<file path="src/rtl/positional_list_store_core_assert.svh">
// ----------------------------------------------------------------------------
// positional_list_store_core_assert.svh
// Assertion macros used by the list store core.
// ----------------------------------------------------------------------------
`ifndef POSITIONAL_LIST_STORE_CORE_ASSERT_SVH
`define POSITIONAL_LIST_STORE_CORE_ASSERT_SVH

// check cons in the same cycle as ante
`define PLSC_ASSERT_NOW(lbl, ante, cons, msg) \
    lbl: assert property (@(posedge i_clk) disable iff (!i_rst_n) (ante) |-> (cons)) \
        else $error(msg);

// check cons in the cycle after ante
`define PLSC_ASSERT_NEXT(lbl, ante, cons, msg) \
    lbl: assert property (@(posedge i_clk) disable iff (!i_rst_n) (ante) |=> (cons)) \
        else $error(msg);

`endif

</file>
<file path="src/rtl/plsc_pkg.sv">
// ----------------------------------------------------------------------------
// plsc_pkg
// Types and constants of the positional list store.
// ----------------------------------------------------------------------------
package plsc_pkg;

    localparam int CAPACITY_DEF   = 32;
    localparam int DATA_WIDTH_DEF = 32;

    typedef enum logic [3:0] {
        RQ_PUSH_FRONT = 4'd0,
        RQ_PUSH_BACK  = 4'd1,
        RQ_INSERT     = 4'd2,
        RQ_POP_FRONT  = 4'd3,
        RQ_POP_BACK   = 4'd4,
        RQ_ERASE      = 4'd5,
        RQ_REMOVE     = 4'd6,
        RQ_FIND       = 4'd7,
        RQ_READ       = 4'd8,
        RQ_REVERSE    = 4'd9,
        RQ_CLEAR      = 4'd10
    } t_req;

    typedef enum logic [2:0] {
        ST_OK        = 3'd0,
        ST_EMPTY     = 3'd1,
        ST_RANGE     = 3'd2,
        ST_FULL      = 3'd3,
        ST_NOT_FOUND = 3'd4
    } t_status;

    typedef enum logic [1:0] {
        S_IDLE = 2'd0,
        S_EXEC = 2'd1,
        S_RESP = 2'd2
    } t_state;

    typedef enum logic [1:0] {
        CM_HOLD      = 2'd0,
        CM_INS       = 2'd1,
        CM_DEL       = 2'd2,
        CM_DEL_MATCH = 2'd3
    } t_cell_mode;

    typedef struct packed {
        t_cell_mode mode;
        logic       rev;
    } t_cell_cmd;

endpackage

</file>
<file path="src/rtl/plsc_cell.sv">
// ----------------------------------------------------------------------------
// plsc_cell
// One storage cell of the list row: holds, loads or takes a neighbor's word,
// and joins the match chains that locate the first or last hit.
// ----------------------------------------------------------------------------
module plsc_cell
    import plsc_pkg::*;
#(
    parameter int DATA_WIDTH = DATA_WIDTH_DEF,
    parameter int AW         = 5,
    parameter int CW         = 6,
    parameter int IDX        = 0
) (
    input  logic                  i_clk,
    input  t_cell_cmd             i_cmd,
    input  logic [AW-1:0]         i_ppos,
    input  logic [CW-1:0]         i_count,
    input  logic [DATA_WIDTH-1:0] i_value,
    input  logic [DATA_WIDTH-1:0] i_left,
    input  logic [DATA_WIDTH-1:0] i_right,
    input  logic                  i_pre,
    input  logic                  i_suf,
    output logic [DATA_WIDTH-1:0] o_data,
    output logic                  o_pre,
    output logic                  o_suf,
    output logic                  o_sel
);

    localparam logic [AW-1:0] IDX_A = AW'(IDX);
    localparam logic [CW-1:0] IDX_C = CW'(IDX);

    logic [DATA_WIDTH-1:0] r_data;
    logic [DATA_WIDTH-1:0] n_data;
    logic                  w_hit;
    logic                  w_shift;

    assign w_hit   = (r_data == i_value) && (IDX_C < i_count);
    assign o_pre   = i_pre | w_hit;
    assign o_suf   = i_suf | w_hit;
    assign o_sel   = w_hit && (i_cmd.rev ? !i_suf : !i_pre);
    assign w_shift = i_cmd.rev ? !i_suf : o_pre;
    assign o_data  = r_data;

    always_comb begin
        n_data = r_data;
        case (i_cmd.mode)
            CM_INS: begin
                if (IDX_A > i_ppos) begin
                    n_data = i_left;
                end else if (IDX_A == i_ppos) begin
                    n_data = i_value;
                end
            end
            CM_DEL: begin
                if (IDX_A >= i_ppos) begin
                    n_data = i_right;
                end
            end
            CM_DEL_MATCH: begin
                if (w_shift) begin
                    n_data = i_right;
                end
            end
            default: begin
                n_data = r_data;
            end
        endcase
    end

    always_ff @(posedge i_clk) begin
        r_data <= n_data;
    end

endmodule

</file>
<file path="config.mk">
export PLATFORM = sky130hd
export DESIGN_NAME = plsc_cell
export DESIGN_NICKNAME = d
export VERILOG_FILES = /design/src/rtl/positional_list_store_core_assert.svh /design/src/rtl/plsc_pkg.sv /design/src/rtl/plsc_cell.sv
export SDC_FILE = /design/constraint.sdc
export NUM_CORES = 1
export LEC_CHECK = 0
export ABC_CLOCK_PERIOD_IN_PS = 3900
export BUFFER_PORTS_ARGS = -buffer_cell sky130_fd_sc_hd__buf_4
export CORE_ASPECT_RATIO = 0.9
export CORE_MARGIN = 2
export CORE_UTILIZATION = 40
export DETAILED_ROUTE_END_ITERATION = 12
export PLACE_DENSITY_LB_ADDON = 0.1
export SLEW_MARGIN = 40
export SYNTH_ARGS = -nofsm -noshare
export SYNTH_HDL_FRONTEND = slang
export SYNTH_SLANG_ARGS = --single-unit
</file>
<file path="constraint.sdc">
create_clock -name i_clk -period 3.9 [get_ports i_clk]
set_clock_uncertainty 0.1 [all_clocks]
set_input_delay 0.195 -clock i_clk [delete_from_list [all_inputs] [get_ports i_clk]]
set_output_delay 0.195 -clock i_clk [all_outputs]
set_load 0.1 [all_outputs]
</file>
### Yosys cells after proc, flatten, opt, wreduce, memory -nomap -nowiden

Index checks and enable logic that the tools add are counted.

| cells by class | value |
|---|---|
| multiplexer cells | 7 |
| reduce and logical (&&, ||, !) cells | 7 |
| eq/ne operators | 7 |
| order comparisons | 3 |
| bitwise gates (word level) | 2 |

Operators by type and width:

| kind | count |
|---|---|
| $mux 32 | 4 |
| $pmux 32 s3 | 1 |
| $eq 32x32->1 | 1 |
| $lt 1x6->1 const A | 1 |
| $ge 1x5->1 const A | 1 |
| $gt 1x5->1 const A | 1 |
| $logic_not 5->1 | 1 |
| $eq 2x2->1 const B | 2 |
| $ne 2x2->1 const B | 2 |
| $reduce_and 4->1 | 1 |
| $ne 3x3->1 const B | 1 |
| $reduce_bool 3->1 | 1 |
| $eq 2x1->1 const B | 1 |
| $logic_and 1x1->1 | 2 |
| $logic_not 1->1 | 2 |
| $mux 1 | 2 |
| $or 1x1->1 | 2 |

| storage, ports and cells | value |
|---|---|
| word-level logic and storage cells | 27 |
| output and inout bits | 35 |
| bits in registers | 32 |

### Depth between registers and ports, before layout

| logic depth | value |
|---|---|
| word-level depth | 6 |
| gate-level depth with buffers | 5 |

### Worst setup path after synthesis

Ideal clock, no wire load.

| path | value |
|---|---|
| path type | reg2reg |
| start point | reg r_data[9] (netlist: o_data[9]) |
| end point | reg r_data[0] (netlist: o_data[0]), enable pin |
| data arrival time | 2822 ps |
| cell stages (with the launch flop) | 6 |
| setup time | 404 ps |
| path slack | 574 ps |
| cells stage by stage | edfxtp_1 > xnor2_1 > nand4_1 > nor4_2 > nand4_2 > a31oi_2 |

| on the way | value |
|---|---|
| longest elaborated chain between the ends | 6 |

RTL lines:

| element | RTL line | source |
|---|---|---|
| from (decl) | plsc_cell.sv:32 | `logic [DATA_WIDTH-1:0] r_data;` |
| from (signal assigned) | plsc_cell.sv:71 | `r_data <= n_data;` |
| $eq 32x32->1 | plsc_cell.sv:37 | `assign w_hit = (r_data == i_value) && (IDX_C < i_count);` |
| $logic_and 1x1->1 | plsc_cell.sv:37 |  |
| $or 1x1->1 | plsc_cell.sv:38 | `assign o_pre = i_pre \| w_hit;` |
| $mux 1 | plsc_cell.sv:41 | `assign w_shift = i_cmd.rev ? !i_suf : o_pre;` |
| $ne 2x2->1 (no source line) | n/a |  |
| $reduce_and 4->1 (no source line) | n/a |  |

Every way passes these cells.
A chain may end at the register's enable or synchronous reset.

### Worst setup path in the final report

| path | value |
|---|---|
| start point | reg r_data[10] (netlist: o_data[10]) |
| end point | out o_sel |

| on the way | value |
|---|---|
| longest elaborated chain between the ends | 3 |

RTL lines:

| element | RTL line | source |
|---|---|---|
| $eq 32x32->1 | plsc_cell.sv:37 |  |
| $logic_and 1x1->1 | plsc_cell.sv:37 |  |
| $logic_and 1x1->1 | plsc_cell.sv:40 | `assign o_sel = w_hit && (i_cmd.rev ? !i_suf : !i_pre);` |
| to (decl) | plsc_cell.sv:26 | `output logic o_sel` |

Every way passes these cells.

==> results.yml <==
status:
  run_status: "finished, final reports clean"
clocking:
  clock_path_buffers: 2
  numCtsBuffers: 5
  clk_latency_ps: 280
  clock-sinks: 32
  clkSlewWorstSetupHoldPaths_ps: 70
  htreeDepth: 2
  cts-root-buf: "clkbuf_8"
  ctsResizeCount: 0
  cts_tree: "done"
  hold_buffers: 0
  post-cts-setup-buffer-count: 0
critical_path:
  reg2reg_depth: 6
  cp-start-kind: "register"
  worst-path-max-fanout: 4
  cp.arrival_ps: 2070
  r2r-start: "o_data[10]"
  required_ps: 3610
  rr_endpoint: "o_data[6]"
  cp-startpoint: "o_data[10]"
  worstSetupPathType: "reg2out"
  r2r_slack_ps: 1540
  endpoint_kind: "output port"
global_routing:
  grt_pass1_wl_um: 7170
  grt_pass1_vias: 1563
  grt-ovfl-total: 0
  antenna_found_initial: 0
  grt_max_degree: 33
  grtUsageTotal: 0.172
floorplan:
  fp.dieW_um: 76.2
  start_util: 0.418
  die-area_sq_mm: 0.00526
  rows: 23
  core_sq_mm: 0.00449
  die_h_um: 69.0
  io_pins: 148
place:
  place_congestion: 0.711
  io_buffers: 115
  place_inst: 307
  post-dp-hpwl_um: 3400
sta:
  worstMarginPinSlew_ps: 434
  setup_viol: 0
  period_share: 0.607
  drv_slew: 0
  slew_headroom: 0.711
  rsz0062_at_grt: "no"
  min_period_ps: 2370
  hold_viol_final: 0
  timing.fmax_mhz: 422
  fin_tns_setup_ps: 0
yosys:
  ys_ff_latch: 32
  yosysTopAreaCell: "edfxtp_1"
  synthTopCellsByArea: "edfxtp_1, mux2_1, xnor2_1"
  ys.flop_type: "edfxtp_1"
  synth-edff-count: 32
  syn-instance-count: 130
  post_synth_instance_area_sq_mm: 0.00188
  avgSynthCellArea_sq_um: 14.4
  synth-seq-area-share: 0.512
  synth_async_sr_flop_share: 0
  synth_top_area_frac: 0.512
  syn_nets: 246
  yosysWarnings: 0
  synth_cell_type_count: 24
drt:
  avgRoutedWirePerCell_um: 13.6
  vias_per_cell: 4.76
  first_iter_violations: 37
  dr_total_vias: 1496
  ant_nets: 0
  drtPass1Iterations: 4
  totalWireLength_um: 4280
  drcViolationCount: 0
power:
  p_leak_nw: 1.22
  p_seq_frac: 0.353
  p_sw_mw: 0.586
  p_sw_frac: 0.441
  ir_drop_v: 0.000258
  pwr-share-comb: 0.464
  clkPwrFrac: 0.183
  power_density_mw_per_mm2: 450
  intPower_mw: 0.742
cells_and_area:
  layout_common_cells: "buf_4, edfxtp_1, mux2_1, xnor2_1, mux2_2"
  diodes: 0
  nets: 368
  fin_cells: 314
  syn_to_final_growth_pct: 57.0
  fillers: 393
  drive_above_1_share: 0.571
  layout_commonest_cell: "buf_4"
  largest_reg_flops: 32
run:
  maxCapViolCount: 0
min_path:
  hp-start: "i_right[5]"
  holdPathStages: 2
  min_path_type: "in2reg"
  whs_endpoint: "o_data[5]"
cells in the mapped netlist, types with 3 or more instances:
cell type,instances
edfxtp_1,32
mux2_1,23
xnor2_1,23
mux2_2,9
xor2_1,8
nand4_1,6
buf_2,3
ha_1,3
nand2_1,3
worst max-delay path, stage by stage, from the launching register on:
cell	delay, ps
edfxtp_1	400
xnor2_1	170
nand4_1	140
nor4_2	340
nand4_2	240
nor3b_2	200
buf_4	310
per-stage QoR:
stage	hold slack, ps	worst slack [ps]	power [mW]	util	cell area, sq um
6_report	91.1	1530	1.33	0.657	2950
5_1_grt	79.2	1390	1.38	0.657	2950
4_1_cts	84.3	1500	1.34	0.657	2950
3_5_place_dp	382	1520	1.10	0.639	2870
3_3_place_gp	377	1540	1.09	0.630	2830
2_1_floorplan	296	574	0.925	-	1880
power groups by stage:
stage	Sequential, mW	Clock (mW)	Combinational, mW
detailed placement	0.476	0	0.621
global placement	0.475	0	0.612
floorplan	0.805	0	0.120
CTS	0.469	0.249	0.622
finish	0.469	0.242	0.616
global route	0.475	0.268	0.640
metal layers:
| metal | vias up | part of all wire | track usage |
|---|---|---|---|
| met1 | 694 | 0.41 | 0.201 |
| met5 | - | 0 | 0 |
| li1 | 728 | - | - |
| met4 | 0 | 0.019 | 0.0667 |
| met2 | 66 | 0.49 | 0.288 |
| met3 | 8 | 0.083 | 0.0641 |
how the worst max path moves through the flow:
stage	endpoint	slack (ps)
finish	o_sel	1530
global route	o_sel	1390
CTS	o_sel	1500
detailed placement	o_data[2]	1520
global placement	o_data[2]	1540
floorplan	o_data[0]	570
layout make-up:
| type | instances | area, sq um | area share |
|---|---|---|---|
| clock buffer | 6 | 72.6 | 0.0246 |
| clock inverter | 1 | 5.00 | 0.00170 |
| inverter | 2 | 7.51 | 0.00255 |
| multi-input combinational | 93 | 911 | 0.309 |
| sequential | 32 | 961 | 0.326 |
| tap | 62 | 77.6 | 0.0263 |
| timing repair buffer | 118 | 913 | 0.310 |
kinds of logic after synthesis:
group | share of synthesized area
adders and majority gates | 0.0200
xor gates and xnor gates | 0.153
and+or+nand+nor | 0.0986
AOI/OAI and AO/OA | 0.0127
buffers and inverters | 0.0120
DFF | 0.512
muxes | 0.192
Power figures use the tool's default switching activity.
